File: src/tlps_pkg.sv
`timescale 1ns / 1ps
// ----------------------------------------------------------------------------
// tlps_pkg
// Types, constants and helper functions of the line pattern search block.
// ----------------------------------------------------------------------------
package tlps_pkg;

   localparam int unsigned PAT_CHARS  = 16;
   localparam int unsigned PAT_IDX_W  = 4;
   localparam int unsigned CHAR_W     = 16;
   localparam int unsigned LEN_W      = 5;
   localparam int unsigned WORD_W     = 64;
   localparam int unsigned NUM_WORDS  = 4;
   localparam int unsigned CSR_ADDR_W = 6;
   localparam int unsigned CSR_DATA_W = 64;

   localparam logic [CHAR_W-1:0] CH_SPACE = 16'h0020;
   localparam logic [CHAR_W-1:0] CH_ZERO  = 16'h0000;
   localparam logic [CHAR_W-1:0] CH_LOWER_A = 16'h0061;
   localparam logic [CHAR_W-1:0] CH_LOWER_Z = 16'h007A;
   localparam logic [CHAR_W-1:0] CASE_DELTA = 16'h0020;

   typedef logic [CHAR_W-1:0] char_type;

   typedef enum logic [2:0] {
      REG_PATTERN_0  = 3'd0,
      REG_PATTERN_1  = 3'd1,
      REG_PATTERN_2  = 3'd2,
      REG_PATTERN_3  = 3'd3,
      REG_LENGTH     = 3'd4,
      REG_FOLD_CASE  = 3'd5,
      REG_WHOLE_WORD = 3'd6
   } csr_index_type;

   typedef struct packed {
      logic [NUM_WORDS-1:0][WORD_W-1:0] pattern;
      logic [LEN_W-1:0]                 length;
      logic                             fold_case;
      logic                             whole_word;
   } cfg_type;

   typedef struct packed {
      logic advance;
      logic clear;
      logic fold_case;
   } cell_ctl_type;

   // Map an ASCII lower-case letter to upper case when folding is on
   function automatic char_type fold_char(input char_type c, input logic en);
      if (en && (c >= CH_LOWER_A) && (c <= CH_LOWER_Z)) begin
         return c - CASE_DELTA;
      end
      return c;
   endfunction

   // Pick pattern character idx out of the four packed words
   function automatic char_type pattern_char(input logic [NUM_WORDS-1:0][WORD_W-1:0] words,
                                             input logic [PAT_IDX_W-1:0] idx);
      return words[idx[3:2]][{idx[1:0], 4'b0000} +: CHAR_W];
   endfunction

endpackage

File: src/tlps_csr.sv
`timescale 1ns / 1ps
// ----------------------------------------------------------------------------
// tlps_csr
// APB register file: pattern words, pattern length and the mode bits.
// ----------------------------------------------------------------------------
module tlps_csr
   import tlps_pkg::*;
(
   input  logic                  clock,
   input  logic                  reset,
   input  logic                  csr_psel,
   input  logic                  csr_penable,
   input  logic                  csr_pwrite,
   input  logic [CSR_ADDR_W-1:0] csr_paddr,
   input  logic [CSR_DATA_W-1:0] csr_pwdata,
   output logic [CSR_DATA_W-1:0] csr_prdata,
   output logic                  csr_pready,
   output cfg_type               cfg
);

   cfg_type       cfg_ff;
   csr_index_type index;
   logic          write_en;

   assign index      = csr_index_type'(csr_paddr[5:3]);
   assign write_en   = csr_psel & csr_penable & csr_pwrite;
   assign csr_pready = 1'b1;
   assign cfg        = cfg_ff;

   always_ff @(posedge clock) begin
      if (reset) begin
         cfg_ff <= '0;
      end else if (write_en) begin
         unique case (index)
            REG_PATTERN_0:  cfg_ff.pattern[0] <= csr_pwdata;
            REG_PATTERN_1:  cfg_ff.pattern[1] <= csr_pwdata;
            REG_PATTERN_2:  cfg_ff.pattern[2] <= csr_pwdata;
            REG_PATTERN_3:  cfg_ff.pattern[3] <= csr_pwdata;
            REG_LENGTH:     cfg_ff.length     <= csr_pwdata[LEN_W-1:0];
            REG_FOLD_CASE:  cfg_ff.fold_case  <= csr_pwdata[0];
            REG_WHOLE_WORD: cfg_ff.whole_word <= csr_pwdata[0];
            default: begin
               // unmapped address: drop the write
            end
         endcase
      end
   end

   always_comb begin
      csr_prdata = '0;
      unique case (index)
         REG_PATTERN_0:  csr_prdata = cfg_ff.pattern[0];
         REG_PATTERN_1:  csr_prdata = cfg_ff.pattern[1];
         REG_PATTERN_2:  csr_prdata = cfg_ff.pattern[2];
         REG_PATTERN_3:  csr_prdata = cfg_ff.pattern[3];
         REG_LENGTH:     csr_prdata = {{(CSR_DATA_W-LEN_W){1'b0}}, cfg_ff.length};
         REG_FOLD_CASE:  csr_prdata = {{(CSR_DATA_W-1){1'b0}}, cfg_ff.fold_case};
         REG_WHOLE_WORD: csr_prdata = {{(CSR_DATA_W-1){1'b0}}, cfg_ff.whole_word};
         default:        csr_prdata = '0;
      endcase
   end

endmodule

File: src/tlps_cell.sv
`timescale 1ns / 1ps
// ----------------------------------------------------------------------------
// tlps_cell
// One window slot: holds a character, passes it on, compares the incoming
// character against its pattern character.
// ----------------------------------------------------------------------------
module tlps_cell
   import tlps_pkg::*;
(
   input  logic         clock,
   input  logic         reset,
   input  cell_ctl_type ctl,
   input  char_type     char_in,
   input  char_type     pat_char,
   input  logic         active,
   output char_type     char_out,
   output logic         hit,
   output logic         is_space
);

   char_type char_ff;
   char_type char_next;

   // Region start empties the window before the shift
   assign char_next = ctl.clear ? CH_ZERO : char_in;
   assign char_out  = char_ff;

   assign hit = !active ||
                (fold_char(char_next, ctl.fold_case) == fold_char(pat_char, ctl.fold_case));
   assign is_space = (char_next == CH_SPACE);

   always_ff @(posedge clock) begin
      if (reset) begin
         char_ff <= CH_ZERO;
      end else if (ctl.advance) begin
         char_ff <= char_next;
      end
   end

endmodule

File: src/text_line_pattern_search.sv
`timescale 1ns / 1ps
// ----------------------------------------------------------------------------
// text_line_pattern_search
// Finds the first match of a configured pattern in a line region, one
// 16-bit character per cycle.
// ----------------------------------------------------------------------------
// The block takes one character item per clock cycle for as long as the
// result side keeps up; the limit is the row of window cells, which compares
// every pattern position against the shifted window in the cycle a character
// is accepted. The result (found flag and match index) is shown in the cycle
// after the item that carries line_last is accepted, from an output register;
// while that result waits, the next item is held off only if the result is
// not taken in the same cycle. Configure the pattern over the APB port while
// the block is idle: registers sit at byte address 8*i, 64 bits wide. There
// is no clearing pass after reset; the block is ready at once.
// ----------------------------------------------------------------------------
module text_line_pattern_search
   import tlps_pkg::*;
#(
   parameter int unsigned PATTERN_MAX = PAT_CHARS
)(
   input  logic                  clock,
   input  logic                  reset,
   // character items
   input  logic                  req_valid,
   output logic                  req_ready,
   input  logic [CHAR_W-1:0]     req_char_code,
   input  logic                  req_region_first,
   input  logic                  req_line_last,
   input  logic [CHAR_W-1:0]     req_base_position,
   // result items
   output logic                  rsp_valid,
   input  logic                  rsp_ready,
   output logic                  rsp_found,
   output logic [CHAR_W-1:0]     rsp_match_index,
   // configuration
   input  logic                  csr_psel,
   input  logic                  csr_penable,
   input  logic                  csr_pwrite,
   input  logic [CSR_ADDR_W-1:0] csr_paddr,
   input  logic [CSR_DATA_W-1:0] csr_pwdata,
   output logic [CSR_DATA_W-1:0] csr_prdata,
   output logic                  csr_pready
);

   localparam int unsigned NUM_CELLS = PATTERN_MAX + 1;
   localparam logic [CHAR_W-1:0] POS_MAX = '1;

   cfg_type cfg;

   // search state
   logic [CHAR_W-1:0] pos_ff,   pos_in;
   logic [CHAR_W-1:0] base_ff,  base_in;
   logic              seen_ff,  seen_in;
   logic [CHAR_W-1:0] moff_ff,  moff_in;
   logic              pend_ff,  pend_in;
   logic [CHAR_W-1:0] poff_ff,  poff_in;

   // output register
   logic              rsp_valid_ff, rsp_valid_in;
   logic              rsp_found_ff, rsp_found_in;
   logic [CHAR_W-1:0] rsp_index_ff, rsp_index_in;

   logic accept;

   // cell row
   cell_ctl_type         ctl_lead, ctl_rest;
   char_type             cell_char [NUM_CELLS];
   logic [NUM_CELLS-1:0] cell_hit;
   logic [NUM_CELLS-1:0] cell_space;

   tlps_csr u_csr (
      .clock       (clock),
      .reset       (reset),
      .csr_psel    (csr_psel),
      .csr_penable (csr_penable),
      .csr_pwrite  (csr_pwrite),
      .csr_paddr   (csr_paddr),
      .csr_pwdata  (csr_pwdata),
      .csr_prdata  (csr_prdata),
      .csr_pready  (csr_pready),
      .cfg         (cfg)
   );

   // Take a new item whenever the output register is empty or being drained
   assign req_ready = !rsp_valid_ff || rsp_ready;
   assign accept    = req_valid && req_ready;

   // The newest cell never clears: it loads the incoming character whenever an item is accepted
   assign ctl_lead = '{advance: accept, clear: 1'b0, fold_case: cfg.fold_case};
   assign ctl_rest = '{advance: accept, clear: req_region_first, fold_case: cfg.fold_case};

   for (genvar k = 0; k < NUM_CELLS; k++) begin : g_cell
      logic [LEN_W-1:0] pat_pos;
      logic             active;
      char_type         pat_char;
      char_type         char_in;

      // Cell k holds window entry k, which lines up with pattern char len-1-k
      assign pat_pos  = cfg.length - LEN_W'(k + 1);
      assign active   = (cfg.length > LEN_W'(k));
      assign pat_char = pattern_char(cfg.pattern, pat_pos[PAT_IDX_W-1:0]);

      if (k == 0) begin : g_lead
         assign char_in = req_char_code;
         tlps_cell u_cell (
            .clock    (clock),
            .reset    (reset),
            .ctl      (ctl_lead),
            .char_in  (char_in),
            .pat_char (pat_char),
            .active   (active),
            .char_out (cell_char[k]),
            .hit      (cell_hit[k]),
            .is_space (cell_space[k])
         );
      end else begin : g_rest
         assign char_in = cell_char[k-1];
         tlps_cell u_cell (
            .clock    (clock),
            .reset    (reset),
            .ctl      (ctl_rest),
            .char_in  (char_in),
            .pat_char (pat_char),
            .active   (active),
            .char_out (cell_char[k]),
            .hit      (cell_hit[k]),
            .is_space (cell_space[k])
         );
      end
   end

   // Search control: restart, close pending word, look for a new match, build the result
   always_comb begin
      logic              space_at_len;
      logic              len_ok;
      logic              can_search;
      logic [CHAR_W-1:0] start;
      logic              close_char;

      space_at_len = 1'b0;
      for (int k = 0; k < NUM_CELLS; k++) begin
         if (cfg.length == LEN_W'(k)) begin
            space_at_len = cell_space[k];
         end
      end

      // restart on region start
      pos_in  = req_region_first ? '0 : pos_ff;
      base_in = req_region_first ? req_base_position : base_ff;
      seen_in = req_region_first ? 1'b0 : seen_ff;
      moff_in = req_region_first ? '0 : moff_ff;
      pend_in = req_region_first ? 1'b0 : pend_ff;
      poff_in = req_region_first ? '0 : poff_ff;

      // a pending whole word closes on space or zero
      close_char = (req_char_code == CH_SPACE) || (req_char_code == CH_ZERO);
      if (pend_in) begin
         if (close_char && !seen_in) begin
            seen_in = 1'b1;
            moff_in = poff_in;
         end
         pend_in = 1'b0;
      end

      len_ok = (cfg.length != '0) && (cfg.length <= LEN_W'(PATTERN_MAX));
      can_search = !seen_in && (pos_in != POS_MAX) && len_ok &&
                   (({1'b0, pos_in} + 17'd1) >= {{(CHAR_W+1-LEN_W){1'b0}}, cfg.length});
      start = pos_in + 16'd1 - {{(CHAR_W-LEN_W){1'b0}}, cfg.length};

      if (can_search && (&cell_hit)) begin
         if (!cfg.whole_word) begin
            seen_in = 1'b1;
            moff_in = start;
         end else if ((start == '0) || space_at_len) begin
            if (req_line_last) begin
               seen_in = 1'b1;
               moff_in = start;
            end else begin
               pend_in = 1'b1;
               poff_in = start;
            end
         end
      end

      if (pos_in != POS_MAX) begin
         pos_in = pos_in + 16'd1;
      end

      // report on the last character and drop the line's state
      rsp_found_in = seen_in;
      rsp_index_in = seen_in ? (base_in + moff_in) : '0;
      if (req_line_last) begin
         seen_in = 1'b0;
         moff_in = '0;
         pend_in = 1'b0;
         poff_in = '0;
         pos_in  = '0;
      end

      // hold the result until taken
      rsp_valid_in = rsp_valid_ff && !rsp_ready;
      if (accept && req_line_last) begin
         rsp_valid_in = 1'b1;
      end
   end

   always_ff @(posedge clock) begin
      if (reset) begin
         pos_ff       <= '0;
         base_ff      <= '0;
         seen_ff      <= 1'b0;
         moff_ff      <= '0;
         pend_ff      <= 1'b0;
         poff_ff      <= '0;
         rsp_valid_ff <= 1'b0;
      end else begin
         if (accept) begin
            pos_ff  <= pos_in;
            base_ff <= base_in;
            seen_ff <= seen_in;
            moff_ff <= moff_in;
            pend_ff <= pend_in;
            poff_ff <= poff_in;
         end
         rsp_valid_ff <= rsp_valid_in;
      end
   end

   // result payload: load only when a new result is issued
   always_ff @(posedge clock) begin
      if (accept && req_line_last) begin
         rsp_found_ff <= rsp_found_in;
         rsp_index_ff <= rsp_index_in;
      end
   end

   assign rsp_valid       = rsp_valid_ff;
   assign rsp_found       = rsp_found_ff;
   assign rsp_match_index = rsp_index_ff;

endmodule

File: config.mk
export PLATFORM = sky130hd
export DESIGN_NAME = text_line_pattern_search
export DESIGN_NICKNAME = d
export VERILOG_FILES = /design/src/tlps_pkg.sv /design/src/tlps_csr.sv /design/src/tlps_cell.sv /design/src/text_line_pattern_search.sv
export SDC_FILE = /design/constraint.sdc
export NUM_CORES = 2
export LEC_CHECK = 0
export BUFFER_PORTS_ARGS = -buffer_cell sky130_fd_sc_hd__buf_2
export CAP_MARGIN = 10
export CORE_AREA = 5 5 348 350
export DETAILED_ROUTE_END_ITERATION = 10
export DIE_AREA = 0 0 353 355
export PLACE_DENSITY = 0.78
export SLEW_MARGIN = 20
export SYNTH_ARGS = -nofsm -noshare
export SYNTH_HDL_FRONTEND = slang
export SYNTH_HIERARCHICAL = 1
export SYNTH_SLANG_ARGS = --single-unit
File: constraint.sdc
create_clock -name clock -period 12.44 [get_ports clock]
set_input_delay 1.244 -clock clock [delete_from_list [all_inputs] [get_ports clock]]
set_output_delay 1.244 -clock clock [all_outputs]
set_load 0.005 [all_outputs]
==> reports/metrics.yaml <==
status: "finished, final reports clean"
layout_commonest_cell: "mux4_2"
grt_pass1_wl_um: 388700
wl_per_cell_um: 32.64
start_util_pct: 58.05
synthCells: 6873
fmax_mhz: 84.71
port_buffers: 190
core_area_um2: 117500
p_seq_share_pct: 41.3
dr.first_iter.drc_count: 10480
cp_slowest_cell: "mux2i_1"
p_switching_uw: 1348
clockPowerShare_pct: 47.3
finalWirelength_um: 264000
netlist_area_um2: 68180
cts.repair.resized: 0
avgSynthCellArea_um2: 9.921
cts.hold.buffers_added: 0
critPathArrivalTime_ns: 12.23
p_leak_uw: 0.02409
ctsLongestPathBuffers: 3
grt_max_degree: 202
grt_pass1_vias: 58950
reg2reg_to: "rsp_match_index[14]$_SDFFCE_PN0P_"
die_area_um2: 125300
drive_gt1_share_pct: 24.51
crit_path_max_incr_delay_ns: 0.96
ios: 195
antenna_found_initial: 10
place_ws_ns: 1.139
track_usage_pct: 40.62
hold_start: "base_ff[0]$_SDFFE_PP0P_"
hold_depth: 2
cts_num_sinks: 603
setup_violations: 0
area_growth_pct: 5.819
path_clk_slew_ns: 0.07
finalCritPeriodShare_pct: 94.89
via_per_inst: 7.728
cts_buffers: 72
yosysWarnings: 6
rrSetupSlack_ns: 0.64
dr_total_vias: 62510
whs_ns: 0.4530
ant_nets: 0
switching_share_pct: 27.95
r2r_start: "u_csr/cfg[4]$_SDFFE_PP0P_"
cp_max_fo: 19
post_cts_buffers: 0
ir_worst_vdd_uv: 95.44
cap_violations: 0
dr.pass1.iters: 6
rsz0062_at_grt: "false"
drc: 0
place_area_um2: 69570
synthesis.nets: 7058
num_rows: 126
required_ns: 12.86
post-route-min-period_ns: 11.80
htreeDepth: 3
stdcell_area_um2: 72150
p_per_area_nw_per_um2: 66.84
die_h_um: 355
tightest_slew_ns: 1.268
finalClockSkew_ns: 0.03922
hpwl_um: 185300
crit_path_end_kind: "flip-flop"
startpoint: "u_csr/cfg[4]$_SDFFE_PP0P_"
hold_class: "reg2reg"
grt_overflow: 0
start_kind: "flip-flop"
internal_power_uw: 3475
r2r_cells: 32
slew_headroom_pct: 13.02
cts-root-buf: "clkbuf_16"
slew_viol_final: 0
fillerInstances: 9337
gp_routability_congestion: 1.064
tritoncts: "built"
fp.dieW_um: 353
setup_slack_ns: 0.6352
setup_tns_ns: 0
clk_latency_ns: 0.68
final-hold-violation-count: 0
min_to: "base_ff[0]$_SDFFE_PP0P_"
fin_nets: 6671
layout_common_cells: "mux4_2, mux2i_1, dfxtp_1"
comb_power_share_pct: 11.4
criticalPathCategory: "reg2reg"
-- per-stage QoR --
stage	total power, µW	util, %	std cells
after detailed placement	2561	59.24	7948
after global routing	4939	61.42	8085
final	4823	61.43	8089
after CTS	4812	61.36	8079
after floorplan	2400	-	6873
after global placement	2547	59.23	7948
-- per-layer routing --
metal / GRT usage, % / up-vias / wire (µm)
li1: - / 25720 / -
met1: 46.91 / 30550 / 85340
met2: 56.65 / 5090 / 105300
met3: 21.78 / 1145 / 47120
met4: 30.64 / 4 / 26240
met5: 0 / - / 24
-- cell type report --
class                   instances  area (µm²)  share of cell area (%)
inverters                     101       396.6                  0.5497
clock inverters                31       431.7                  0.5983
repair buffers                357        2557                   3.545
clock buffers                 100        2069                   2.868
well taps                    1536        1922                   2.664
diodes                         10       25.02                 0.03468
flip-flops and latches        603       12260                   16.99
multi-input cells            5351       52490                   72.75
-- state kept, by name, indices dropped and copies added (netlist names) --
signal and cells:
g_cell.g_rest.u_cell/char_out 240, pend_ff 1, pos_ff 16, poff_ff 16
u_csr/cfg 263, g_cell.g_lead.u_cell/char_out 16, rsp_valid 1, moff_ff 16
base_ff 16, rsp_match_index 16, rsp_found 1, seen_ff 1
-- worst max-delay path: cells and delay by family (launching register included) --
kind	cells	cell delay (ns)
compound gates	13	3.85
simple gates	9	3.57
mux	4	1.82
buf+inv	3	0.91
fa+ha+maj	2	0.79
flops	1	0.51
xor+xnor	1	0.07
-- how the worst max path moves through the flow --
| stage | end | slack, ns | cells after the start |
|---|---|---|---|
| finish | rsp_match_index[14]$_SDFFCE_PN0P_ | 0.64 | 32 |
| global route | rsp_match_index[14]$_SDFFCE_PN0P_ | 0.39 | 32 |
| CTS | rsp_match_index[14]$_SDFFCE_PN0P_ | 1.12 | 32 |
| detailed placement | rsp_match_index[14]$_SDFFCE_PN0P_ | 1.14 | 31 |
| global placement | rsp_match_index[14]$_SDFFCE_PN0P_ | 1.23 | 31 |
| floorplan | rsp_match_index[14]$_SDFFCE_PN0P_ | 0.58 | 38 |
-- power groups by stage --
stage	clock network (µW)	logic, µW	registers (µW)
finish	2280	551	1990
global route	2370	577	1990
CTS	2290	532	1990
detailed placement	0	531	2030
global placement	0	517	2030
floorplan	0	393	2010
(Power assumes the default switching activity.)
